File: src/rtl/prm_pkg.sv
// ----------------------------------------------------------------------------
// prm_pkg
// Types and constants shared by the per-pixel running statistics block.
// ----------------------------------------------------------------------------
`default_nettype none

package prm_pkg;

   // Request modes
   typedef enum logic [1:0] {
      MODE_ADD   = 2'd0,
      MODE_READ  = 2'd1,
      MODE_CLEAR = 2'd2
   } mode_type;

   // Register indexes of the configuration port
   typedef enum logic [1:0] {
      CSR_X_START = 2'd0,
      CSR_Y_START = 2'd1,
      CSR_X_END   = 2'd2,
      CSR_Y_END   = 2'd3
   } csr_index_type;

   typedef enum logic [3:0] {
      ST_INIT_CLR,
      ST_IDLE,
      ST_DECODE,
      ST_FETCH,
      ST_SDIV,
      ST_SMUL,
      ST_SSUM,
      ST_VDIV,
      ST_QDIV,
      ST_SQRT,
      ST_CLEAR,
      ST_DONE
   } state_type;

   localparam logic [15:0] COUNT_MAX = 16'hFFFF;
   localparam logic [47:0] VAR_MAX   = 48'hFFFF_FFFF_FFFF;

   // One table entry
   typedef struct packed {
      logic [63:0] sum;
      logic [31:0] mean;
      logic [15:0] count;
   } entry_type;

   // Command to the shared divider
   typedef struct packed {
      logic        start;
      logic [63:0] dividend;
      logic [15:0] divisor;
      logic [6:0]  steps;
   } div_req_type;

   // Result fields
   typedef struct packed {
      logic        accepted;
      logic [15:0] sample_count;
      logic [31:0] mean_value;
      logic [47:0] variance_value;
      logic [31:0] std_error;
      logic        too_few;
   } result_type;

endpackage

`default_nettype wire

File: src/rtl/prm_divider.sv
// ----------------------------------------------------------------------------
// prm_divider
// Shared restoring divider, one quotient bit per cycle, 64 by 16 bits.
// ----------------------------------------------------------------------------
`default_nettype none

module prm_divider (
   input  wire logic                 clock,
   input  wire logic                 reset,
   input  wire prm_pkg::div_req_type cmd,
   output logic                      done,
   output logic [63:0]               quotient
);

   logic [63:0] dvd_ff;
   logic [15:0] dsr_ff;
   logic [15:0] rem_ff;
   logic [15:0] rem_in;
   logic [63:0] quo_ff;
   logic [6:0]  cnt_ff;
   logic        busy_ff;
   logic        done_ff;
   logic [16:0] rem_sh;
   logic [16:0] rem_sub;
   logic        fits;

   // Trial subtract of the divisor from the shifted remainder
   always_comb begin
      rem_sh  = {rem_ff, dvd_ff[63]};
      fits    = rem_sh >= {1'b0, dsr_ff};
      rem_sub = rem_sh - {1'b0, dsr_ff};
      rem_in  = fits ? rem_sub[15:0] : rem_sh[15:0];
   end

   // Load on start, advance one bit a cycle
   always_ff @(posedge clock) begin
      if (reset) begin
         busy_ff <= 1'b0;
         done_ff <= 1'b0;
         cnt_ff  <= '0;
      end else begin
         done_ff <= 1'b0;
         if (cmd.start) begin
            dvd_ff  <= cmd.dividend;
            dsr_ff  <= cmd.divisor;
            rem_ff  <= '0;
            quo_ff  <= '0;
            cnt_ff  <= cmd.steps;
            busy_ff <= 1'b1;
         end else if (busy_ff) begin
            dvd_ff <= {dvd_ff[62:0], 1'b0};
            rem_ff <= rem_in;
            quo_ff <= {quo_ff[62:0], fits};
            cnt_ff <= cnt_ff - 7'd1;
            if (cnt_ff == 7'd1) begin
               busy_ff <= 1'b0;
               done_ff <= 1'b1;
            end
         end
      end
   end

   assign done     = done_ff;
   assign quotient = quo_ff;

endmodule

`default_nettype wire

File: config.mk
export PLATFORM = sky130hd
export DESIGN_NAME = prm_divider
export DESIGN_NICKNAME = d
export VERILOG_FILES = /design/src/rtl/prm_pkg.sv /design/src/rtl/prm_divider.sv
export SDC_FILE = /design/constraint.sdc
export NUM_CORES = 1
export LEC_CHECK = 0
export BUFFER_PORTS_ARGS = -buffer_cell sky130_fd_sc_hd__buf_2
export CAP_MARGIN = 10
export CORE_MARGIN = 1.5
export CORE_UTILIZATION = 57
export CTS_BUF_LIST = sky130_fd_sc_hd__clkbuf_4 sky130_fd_sc_hd__clkbuf_8
export DETAILED_ROUTE_END_ITERATION = 7
export PLACE_DENSITY = 0.9
export SLEW_MARGIN = 5
export SYNTH_ARGS = -nofsm -noshare
export SYNTH_HDL_FRONTEND = slang
export SYNTH_SLANG_ARGS = --single-unit
File: constraint.sdc
create_clock -name clock -period 10.15 [get_ports clock]
set_clock_uncertainty 0.2 [all_clocks]
set_input_delay 0.5075 -clock clock [delete_from_list [all_inputs] [get_ports clock]]
set_output_delay 0.5075 -clock clock [all_outputs]
set_load 0.05 [all_outputs]
==> impl_metrics.tcl <==
set metrics [dict create \
    nets 794 \
    die_height_um 119 \
    reg2reg_depth 9 \
    drv_slew 0 \
    initial_core_util_pct 58.3 \
    drv_cap 0 \
    avgSynthCellArea_um2 14.5 \
    critPathBufInv 1 \
    h-tree-depth 4 \
    overflow 0 \
    grt_pass1_vias 4657 \
    power_leakage_nw 3.54 \
    synth_cell_types 63 \
    p_seq_share_pct 51.3 \
    hold_path_depth 1 \
    internal_power_mw 1.19 \
    dieArea_um2 14200 \
    path_class "reg2reg" \
    drt_first_pass_iters 4 \
    postCtsSetupRepairBufs 0 \
    die_x_um 119 \
    worstSetupEndpointType "flop" \
    grt_max_degree 94 \
    hold_viol 0 \
    ys_ff_latch 169 \
    layout.cells.non_filler 874 \
    placementRows 42 \
    period_share_pct 31.1 \
    drive_gt1_share_pct 39.4 \
    routed_via_density 5.35 \
    pre_cts_ws_ns 7.02 \
    synth-edff-count 160 \
    numPortBuffers 154 \
    fin_area_um2 9030 \
    critical_path_required_ns 10.11 \
    setup.worst_path.start_class "flop" \
    yosysWarnings 0 \
    drc 0 \
    p_total_mw 1.65 \
    grt_pass1_wl_um 23000 \
    cts_buffer_depth 2 \
    clk_latency_ns 0.44 \
    rsz0062_at_grt "false" \
    status "finished, final reports clean" \
    finalWorstSetupSlack_ns 7.00 \
    setup_viol 0 \
    crit_path_top_delay_cell "a2bb2oi_2" \
    antenna_found_initial 0 \
    maxSlewHeadroom_pct 34.9 \
    via_count 4678 \
    synth_nets 639 \
    ios 155 \
    clock_sinks 169 \
    antenna_cells 0 \
    areaGrowthSynthToFinish_pct 17.6 \
    drtIter0Drc 315 \
    cts-buffers-inserted 17 \
    critPathMaxStageDelay_ns 0.54 \
    grt_use_total_pct 20.9 \
    drtAntennaViolNets 0 \
    cpLargestDelayFamily "simple AND/OR/NAND/NOR gates" \
    period_needed_ns 3.15 \
    worst_hold_slack_ns 0.0391 \
    synth_ff_type "edfxtp_1" \
    pwr_density_cell_nw_per_um2 182 \
    clkPwrFrac_pct 30.5 \
    p_sw_share_pct 27.8 \
    fmax_mhz 317 \
    cts_tree "done" \
    final_core_util_pct 68.5 \
    worst-path-stages 9 \
    dp_cells 840 \
    dp_hpwl_um 9700 \
    synthArstFlopShare_pct 0 \
    worst_hold_path_type "in2reg" \
    hold_buffers 0 \
    cts-resized-gates 0 \
    finalSetupTns_ns 0 \
    p_switching_uw 458 \
    vdd_drop_max_mv 0.142 \
    core_um2 13200 \
    worstPathMaxFanout 12 \
    tightestPinTransition_ns 0.977 \
    place.gp.congestion 0.901 \
    root_buffer "clkbuf_8" \
    ys_seq_area_share_pct 64.9 \
    synth_area_um2 7680 \
    place_area_um2 8590 \
    crit_chain "ha_1, nand2_2, nor2_2, and2_1, nor4_4, a2bb2oi_2, buf_4, mux2i_1, nor2_1" \
    synthCells 530 \
    wl_per_cell_um 16.4 \
    clk_pin_slew_ns 0.09 \
    p_comb_share_pct 18.2 \
    routed_wl_um 14300 \
    crit_arrival_ns 3.12 \
]
[worst reg2reg max path, cell delays in order (launching register included)]
cell,delay (ns)
edfxtp_1,0.41
ha_1,0.49
nand2_2,0.15
nor2_2,0.19
and2_1,0.23
nor4_4,0.07
a2bb2oi_2,0.54
buf_4,0.34
mux2i_1,0.22
nor2_1,0.06
[worst paths after layout]
check | from | end | slack, ns
hold reg to reg | dvd_ff[56]$_DFFE_PP_ | dvd_ff[57]$_DFFE_PP_ | 0.35
setup reg to reg | rem_ff[11]$_SDFFCE_PP0P_ | rem_ff[5]$_SDFFCE_PP0P_ | 7.00
setup / recovery | rem_ff[11]$_SDFFCE_PP0P_ | rem_ff[5]$_SDFFCE_PP0P_ | 7.00
hold / removal | cmd[9] | dsr_ff[2]$_DFFE_PP_ | 0.04
[power groups by stage]
stage               Clock (mW)  Sequential [mW]  Combinational (mW)
floorplan                    0            0.915               0.180
global placement             0            0.857               0.285
detailed placement           0            0.860               0.297
CTS                      0.514            0.845               0.299
global route             0.537            0.851               0.324
finish                   0.502            0.845               0.299
[area by class of cell]
cell class	instances	area, µm²
sequential	169	4980
clock buffer	17	234
multi-input combinational	314	2490
inverter	22	82.6
fill	916	4160
clock inverter	15	188
tap	176	220
timing repair buffer	161	831
[kinds of logic after synthesis]
group                    Yosys count  share of synthesized area, %
flip-flops                       169                          64.9
AND/OR/NAND/NOR                  146                          10.9
multiplexers                      74                          10.7
AO/OA/AOI/OAI                     62                          6.09
buffers and inverters             47                          2.78
adder cells (fa/ha/maj)           19                          3.19
XOR/XNOR                          13                          1.48
[routing by layer]
layer / GRT usage, % / vias to the layer above / routed length (µm) / part of all wire [%]
met4: 6.63 / 0 / 239 / 1.7
met2: 34.4 / 141 / 7050 / 49
li1: - / 2259 / - / -
met1: 25.7 / 2259 / 6020 / 42
met5: 0 / - / 0 / 0
met3: 7.76 / 19 / 995 / 7.0
[cell usage after synthesis (all sizes together), types with 2 or more instances]
| cell type | instances | area, µm² |
|---|---|---|
| or3 | 2 | 12.5 |
| clkbuf | 16 | 61.3 |
| mux2 | 63 | 709 |
| a21oi | 21 | 124 |
| edfxtp | 160 | 4800 |
| nor3 | 3 | 15.0 |
| xor2 | 3 | 26.3 |
| nor4 | 3 | 40.0 |
| nand4 | 2 | 12.5 |
| nand2b | 5 | 38.8 |
| xnor2 | 10 | 87.6 |
| a211o | 2 | 18.8 |
| nor2b | 67 | 419 |
| nand3 | 5 | 25.0 |
| a211oi | 7 | 67.6 |
| o21a | 3 | 22.5 |
| nand2 | 10 | 40.0 |
| dfxtp | 9 | 180 |
| nor2 | 37 | 141 |
| ha | 18 | 225 |
| buf | 8 | 60.1 |
| mux2i | 11 | 110 |
| a31oi | 5 | 46.3 |
| inv | 22 | 82.6 |
| nand4b | 2 | 17.5 |
| o311ai | 2 | 17.5 |
| a21o | 3 | 22.5 |
| and2 | 3 | 18.8 |
| o21ai | 10 | 53.8 |
| o211ai | 2 | 25.0 |
[cell usage in the layout (no fill, tap or decap), drive strengths merged, types with 5 or more instances in the layout]
cell type,instances
edfxtp,160
buf,159
nor2b,67
mux2,63
nor2,37
inv,28
a21oi,21
ha,18
clkbuf,17
mux2i,11
xnor2,10
nand2,10
o21ai,10
dfxtp,9
a211oi,7
nand3,5
a31oi,5
nand2b,5
clkinv,5
[flip-flops by register name, indices dropped and copies added (netlist names)]
name and cells:
dsr_ff 16, dvd_ff 64, done 1, busy_ff 1, rem_ff 16, cnt_ff 7
quotient 64
Note: power is estimated with default switching activity, not from simulation.
