--- config.mk ---
export PLATFORM = sky130hd
export DESIGN_NAME = prm_isqrt
export DESIGN_NICKNAME = d
export VERILOG_FILES = /design/src/rtl/prm_isqrt.sv
export SDC_FILE = /design/constraint.sdc
export NUM_CORES = 1
export LEC_CHECK = 0
export ABC_AREA = 1
export CORE_MARGIN = 2
export CORE_UTILIZATION = 47
export DETAILED_ROUTE_END_ITERATION = 8
export DONT_BUFFER_PORTS = 1
export PLACE_DENSITY = 0.71
export SLEW_MARGIN = 20
export SYNTH_ARGS = -nofsm -noshare
export SYNTH_HDL_FRONTEND = slang
export SYNTH_SLANG_ARGS = --single-unit
--- constraint.sdc ---
create_clock -name clock -period 13.5 [get_ports clock]
set_clock_uncertainty 0.2 [all_clocks]
set_input_delay 2.7 -clock clock [delete_from_list [all_inputs] [get_ports clock]]
set_output_delay 2.7 -clock clock [all_outputs]
set_load 0.01 [all_outputs]
--- src/rtl/prm_isqrt.sv ---
// ----------------------------------------------------------------------------
// prm_isqrt
// Digit-by-digit integer square root of a 64-bit value, one root bit a cycle.
// ----------------------------------------------------------------------------
`default_nettype none

module prm_isqrt (
   input  wire logic        clock,
   input  wire logic        reset,
   input  wire logic        start,
   input  wire logic [63:0] value,
   output logic             done,
   output logic [31:0]      root
);

   logic [63:0] v_ff;
   logic [32:0] rem_ff;
   logic [32:0] rem_in;
   logic [31:0] root_ff;
   logic [5:0]  cnt_ff;
   logic        busy_ff;
   logic        done_ff;
   logic [34:0] rem_sh;
   logic [34:0] trial;
   logic [34:0] rem_sub;
   logic        fits;

   // Bring down two bits and try root*4+1
   always_comb begin
      rem_sh  = {rem_ff, v_ff[63:62]};
      trial   = {1'b0, root_ff, 2'b01};
      fits    = rem_sh >= trial;
      rem_sub = rem_sh - trial;
      rem_in  = fits ? rem_sub[32:0] : rem_sh[32:0];
   end

   always_ff @(posedge clock) begin
      if (reset) begin
         busy_ff <= 1'b0;
         done_ff <= 1'b0;
         cnt_ff  <= '0;
      end else begin
         done_ff <= 1'b0;
         if (start) begin
            v_ff    <= value;
            rem_ff  <= '0;
            root_ff <= '0;
            cnt_ff  <= 6'd32;
            busy_ff <= 1'b1;
         end else if (busy_ff) begin
            v_ff    <= {v_ff[61:0], 2'b00};
            rem_ff  <= rem_in;
            root_ff <= {root_ff[30:0], fits};
            cnt_ff  <= cnt_ff - 6'd1;
            if (cnt_ff == 6'd1) begin
               busy_ff <= 1'b0;
               done_ff <= 1'b1;
            end
         end
      end
   end

   assign done = done_ff;
   assign root = root_ff;

endmodule

`default_nettype wire
==> results of run 1 <==
[worst max-delay path: stages]
cell and delay (ps):
inv_2 20, buf_4 400, a21oi_4 250, buf_4 510, buf_4 900
[flip-flops by register name, summed over array words and instances (netlist names)]
signal and flops:
v_ff 64, rem_ff 33, root 32, cnt_ff 6, busy_ff 1, done 1
[cell usage after synthesis, drive strengths merged, types with 2 or more instances]
master  instances  area share (%)
and2            3            0.21
nand3b          4            0.34
inv           211             8.9
ha             36             5.1
nand3          52             4.2
dfxtp           8             1.8
nand4           9            0.71
clkbuf         10            0.42
nor2          146             6.7
edfxtp        129              44
and3            3            0.21
buf            19             1.3
xor2           16             1.6
nor3            6            0.47
o21ai           2            0.11
or2             3            0.21
a21oi          18             1.1
nand2         517              22
[metal layers]
metal	part of all wire (%)	wire, um	global-route usage, %	vias to the layer above
met3	6.6	1290	5.91	23
met5	0	0	0	-
met1	47	9050	26.1	3096
li1	-	-	-	3651
met2	45	8720	32.9	179
met4	1.9	368	6.74	0
[kinds of logic (layout without fill, tap and decap cells)]
family,after synthesis,in the layout,synth area share (%)
XOR/XNOR,16,16,1.58
AND/OR/NAND/NOR,745,745,35.5
adder cells (fa/ha/maj),36,36,5.08
flip-flops,137,137,45.5
AO/OA/AOI/OAI,24,24,1.61
buffers and inverters,241,247,10.7
[metrics by stage]
step / cells / setup slack [ps]
after detailed placement: 1407 / 7980
after global placement: 1407 / 8000
final: 1439 / 8440
after floorplan: 1199 / 3220
after global routing: 1439 / 8260
after CTS: 1439 / 8440
[how the worst max path moves through the flow]
stage / to / startpoint / depth (start not counted) / slack [ps]
5_1_grt: rem_ff[26] / start / 5 / 8260
6_report: root[31] / start / 5 / 8440
3_5_place_dp: v_ff[7] / start / 5 / 7980
4_1_cts: v_ff[20] / start / 5 / 8440
2_1_floorplan: rem_ff[0] / start / 3 / 3220
3_3_place_gp: v_ff[5] / start / 5 / 8000
[layout make-up]
| type | instances | area [um^2] |
|---|---|---|
| Clock buffer | 17 | 425 |
| Clock inverter | 15 | 178 |
| Fill cell | 1829 | 9000 |
| Inverter | 212 | 796 |
| Timing Repair Buffer | 3 | 22.5 |
| Multi-Input combinational cell | 821 | 3900 |
| Tap cell | 234 | 293 |
| Sequential cell | 137 | 4030 |
[report_power, final]
group / switching, uW / internal (uW)
logic: 186 / 89.8
clock network: 201 / 279
registers: 17.0 / 507
==> qor.txt, run 1 <==
Total GRT Usage: 20.3%
Floorplan die width: 141 um
Clock Pin Slew Worst Setup and Hold Paths: 60 ps
Count of different cell masters after synthesis: 41
Layout area overhead: 8.72%
Maximum clock rate: 0.198 GHz
Crit Path Max Fanout: 100
Core region area: 18600 um^2
Worst Hold End: cnt_ff[5]
Netlist Area Pre-Place: 8870 um^2
Syn Inst Count: 1199
Worst Hold Launch: cnt_ff[5]
Reg2reg setup slack: 10490 ps
Worst Tran Pin Value: 1060 ps
Syn nets: 1302
Post_cts resized: 0
Status: complete, no violations
Rel. slew slack: 29.6%
Initial Util: 47.6%
# DRC: 0
Tot Pwr: 1280 uW
Clk_lat worst skew: 430 ps
Hold path cells: 2
Die Span Y: 141 um
CTS Hold Buffers Added: 0
Die area: 20000 um^2
CP Capture Type: register
Final Cell Area: 9640 um^2
Largest net degree at the start of global routing: 101
Most common cell after layout, fill and taps aside: nand2_1
Most used flip-flop cell after synthesis: edfxtp_1
Post-layout util: 51.7%
Unrepaired setup endpoints after global routing: false
Net count, final: 1295
Fin crit period: 5060 ps
Placed instance area: 9040 um^2
Warnings from Yosys: 0
DR WL/cell: 13.5 um
H-tree depth: 4
Post-synthesis sequential area ratio: 45.5%
Worst path required time: 13350 ps
Final Hold Violating Endpoints: 0
Routed Antenna Nets: 0
Reg2Reg Depth: 13
Via density: 4.83
Vias: 6949
Crit path kind: primary input to register
Clock buffer count from CTS: 17
Final setup fails: 0
Worst EP arrival: 4910 ps
Reg2reg start: root[24]
Pins Over Slew Limit: 0
Post-Route WL: 19400 um
Setup bufs post-CTS: 0
Initial antenna violation count: 0
CP Launch Type: primary input
Ports: 100
Worst hold path class: register to register
GRT Residual Overflow: 0
CTS tree: yes
Post-route setup TNS: 0 ps
First-pass GRT wire length: 32100 um
Synthesized flop and latch total: 137
Peak VDD IR: 0.0929 mV
Clk sinks: 137
Hold_ws: 282 ps
Power density over the cells: 133 nW/um^2
Max_cap viols: 0
Ys async rst share: 0%
Half-perimeter wire length after detailed placement: 14000 um
1st-iter DRT viols: 485
Vias in the first global route: 6802
Final period utilization: 37.5%
Leak Pwr: 0.00498 uW
Share of cells above drive strength 1: 7.39%
Antenna Cells: 0
IO Port Bufs: 0
Leading cell types in the layout, fill and taps excluded: 509 x nand2_1, 202 x inv_1, 137 x nor2_1, 129 x edfxtp_1, 36 x ha_1
Root buffer cell: clkbuf_16
RR Endpoint: rem_ff[19]
Clock buffer depth: 2
RePlAce Congestion: 0.915
Std-Cell Rows: 50
EDFF count, synth: 129
Avg Inst Size Synth: 7.40 um^2
DR pass1 iterations: 5
Note: power is estimated with default switching activity, not from simulation.
==> run 2, diff against run 1 <==
clock period = 5.15 ns   (was 13.5 ns; I/O delays follow)
==> qor.txt, run 2 (synthesis gave the netlist of run 1 again) <==
Clock buffer depth: 2 (unchanged)
Clock Power Share: 37.1% (was 37.6%)
# DRC: 0 (unchanged)
Worst path required time: 5120 ps (was 13350 ps)
Antenna Cells: 0 (unchanged)
Post-route setup TNS: 0 ps (unchanged)
Final setup fails: 0 (unchanged)
RePlAce Congestion: 0.940 (was 0.915)
Status: complete, no violations (unchanged)
Max FFs per register: 64 (unchanged)
Maximum clock rate: 0.348 GHz
Clk_lat worst skew: 420 ps (was 430 ps)
Core region area: 18600 um^2 (unchanged)
Die area: 20000 um^2 (unchanged)
Sw Ratio: 31.2% (was 31.6%)
CTS Hold Buffers Added: 0 (unchanged)
GRT Residual Overflow: 0 (unchanged)
Fin crit period: 2870 ps
Clock Pin Slew Worst Setup and Hold Paths: 60 ps (about the same)
Worst EP arrival: 2850 ps (was 4910 ps)
Final Hold Violating Endpoints: 0 (unchanged)
Crit Path Max Fanout: 26 (was 100)
Reg2reg setup slack: 2280 ps (was 10490 ps)
Most common cell after layout, fill and taps aside: nand2_1 (unchanged)
First-pass GRT wire length: 32900 um (was 32100 um)
Ports: 100 (unchanged)
Net count, final: 1296 (was 1295)
Share of cells above drive strength 1: 7.38% (was 7.39%)
Root buffer cell: clkbuf_16 (unchanged)
Reg2reg start: root[21] (was root[24])
P_sw: 1040 uW (was 404 uW)
CP max stage cell: ha_1 (was buf_4)
Initial Util: 47.6% (unchanged)
Largest Register: v_ff (unchanged)
Worst Tran Pin Value: 959 ps (was 1060 ps)
Clk sinks: 137 (unchanged)
Vias in the first global route: 6861 (was 6802)
IO Port Bufs: 0 (unchanged)
CTS tree: yes (unchanged)
Layout area overhead: 8.82% (was 8.72%)
Via density: 4.79 (was 4.83)
Reg2Reg Depth: 11 (was 13)
DR WL/cell: 13.5 um (about the same)
Pint: 2290 uW (was 876 uW)
CP Launch Type: register (was primary input)
Total GRT Usage: 20.8% (was 20.3%)
Final period utilization: 55.8%
H-tree depth: 4 (unchanged)
Pins Over Slew Limit: 0 (unchanged)
Setup bufs post-CTS: 0 (unchanged)
Half-perimeter wire length after detailed placement: 14300 um (was 14000 um)
Vias: 6902 (was 6949)
Leak Pwr: 0.00498 uW (about the same)
Largest net degree at the start of global routing: 101 (unchanged)
Die Span Y: 141 um (unchanged)
Crit path kind: register to register (was primary input to register)
Reg power frac: 41.3% (was 40.9%)
CP cell instances: inv_1 > ha_1 > nand2_1 > nor2_2 > nand2_2 > nor3_4 > nand2_4 > nand2_8 > nand2_1 > nand2_1 > nor2_1 (was inv_2 > buf_4 > a21oi_4 > buf_4 > buf_4)
1st-iter DRT viols: 398 (was 485)
Comb pwr share: 21.6% (was 21.5%)
Routed Antenna Nets: 0 (unchanged)
Peak VDD IR: 0.235 mV (was 0.0929 mV)
Most frequent CP cell: nand2_1 (was buf_4)
RR Endpoint: rem_ff[24] (was rem_ff[19])
Max_cap viols: 0 (unchanged)
Worst hold path class: register to register (unchanged)
Clock buffer count from CTS: 17 (unchanged)
Setup crit end: rem_ff[24] (was root[31])
Fillers: 1849 (was 1829)
Leading cell types in the layout, fill and taps excluded: 509 x nand2_1, 202 x inv_1, 137 x nor2_1, 129 x edfxtp_1, 36 x ha_1 (unchanged)
Floorplan die width: 141 um (unchanged)
Post_cts resized: 0 (unchanged)
Std-Cell Rows: 50 (unchanged)
Power density over the cells: 345 nW/um^2 (was 133 nW/um^2)
Unrepaired setup endpoints after global routing: false (unchanged)
CP startpoint: root[21] (was start)
Rel. slew slack: 36.0% (was 29.6%)
CP Capture Type: register (unchanged)
Post-Route WL: 19400 um (about the same)
Worst stage delay on the critical path: 410 ps (was 900 ps)
Initial antenna violation count: 0 (unchanged)
Tot Pwr: 3330 uW (was 1280 uW)
DR pass1 iterations: 5 (unchanged)
[run 2: routing by layer]
| layer | up-vias | GRT usage [%] | wire length [um] |
|---|---|---|---|
| li1 | 3660 | - | - |
| met1 | 3051 | 26.4 | 8840 |
| met2 | 152 | 33.8 | 8880 |
| met3 | 39 | 6.04 | 1200 |
| met4 | 0 | 7.74 | 507 |
| met5 | - | 0 | 0 |
[run 2: worst min path at each step]
stage	start	endpoint	slack, ps	depth (start not counted)
after global placement	cnt_ff[5]	cnt_ff[5]	250	2
after floorplan	cnt_ff[5]	cnt_ff[5]	250	2
after detailed placement	cnt_ff[5]	cnt_ff[5]	290	2
after global routing	cnt_ff[1]	cnt_ff[1]	330	2
final	cnt_ff[3]	cnt_ff[3]	300	2
after CTS	cnt_ff[5]	cnt_ff[5]	290	2
[run 2: cell type report]
type / instances / area, um^2 / share of cell area (%)
clock buffers: 17 / 425 / 4.41
clock inverters: 15 / 166 / 1.72
multi-input cells: 821 / 3900 / 40.4
flip-flops and latches: 137 / 4030 / 41.8
inverters: 212 / 796 / 8.24
repair buffers: 4 / 42.5 / 0.441
well taps: 234 / 293 / 3.03
[run 2: per-stage QoR]
| step | utilization (%) | setup WS (ps) | area, um^2 | hold WS [ps] | cells |
|---|---|---|---|---|---|
| 2_1_floorplan | - | 845 | 8880 | 248 | 1199 |
| 3_3_place_gp | 48.6 | 2320 | 9060 | 254 | 1408 |
| 3_5_place_dp | 48.6 | 2270 | 9060 | 285 | 1408 |
| 4_1_cts | 51.8 | 2240 | 9650 | 294 | 1440 |
| 5_1_grt | 51.8 | 2040 | 9650 | 329 | 1440 |
| 6_report | 51.8 | 2280 | 9650 | 298 | 1440 |
[run 2: critical path: cells and delay by family, from the launching register on]
kind	cells	cell delay [ps]
flops	1	400
buf+inv	1	70
fa+ha+maj	1	410
simple gates	9	1510
[run 2: power groups by stage]
stage | sequential, uW | clock (uW) | combinational, uW
after floorplan | 1390 | 0 | 580
after global placement | 1400 | 0 | 708
after detailed placement | 1400 | 0 | 715
after CTS | 1380 | 1260 | 720
after global routing | 1380 | 1310 | 834
final | 1370 | 1240 | 718
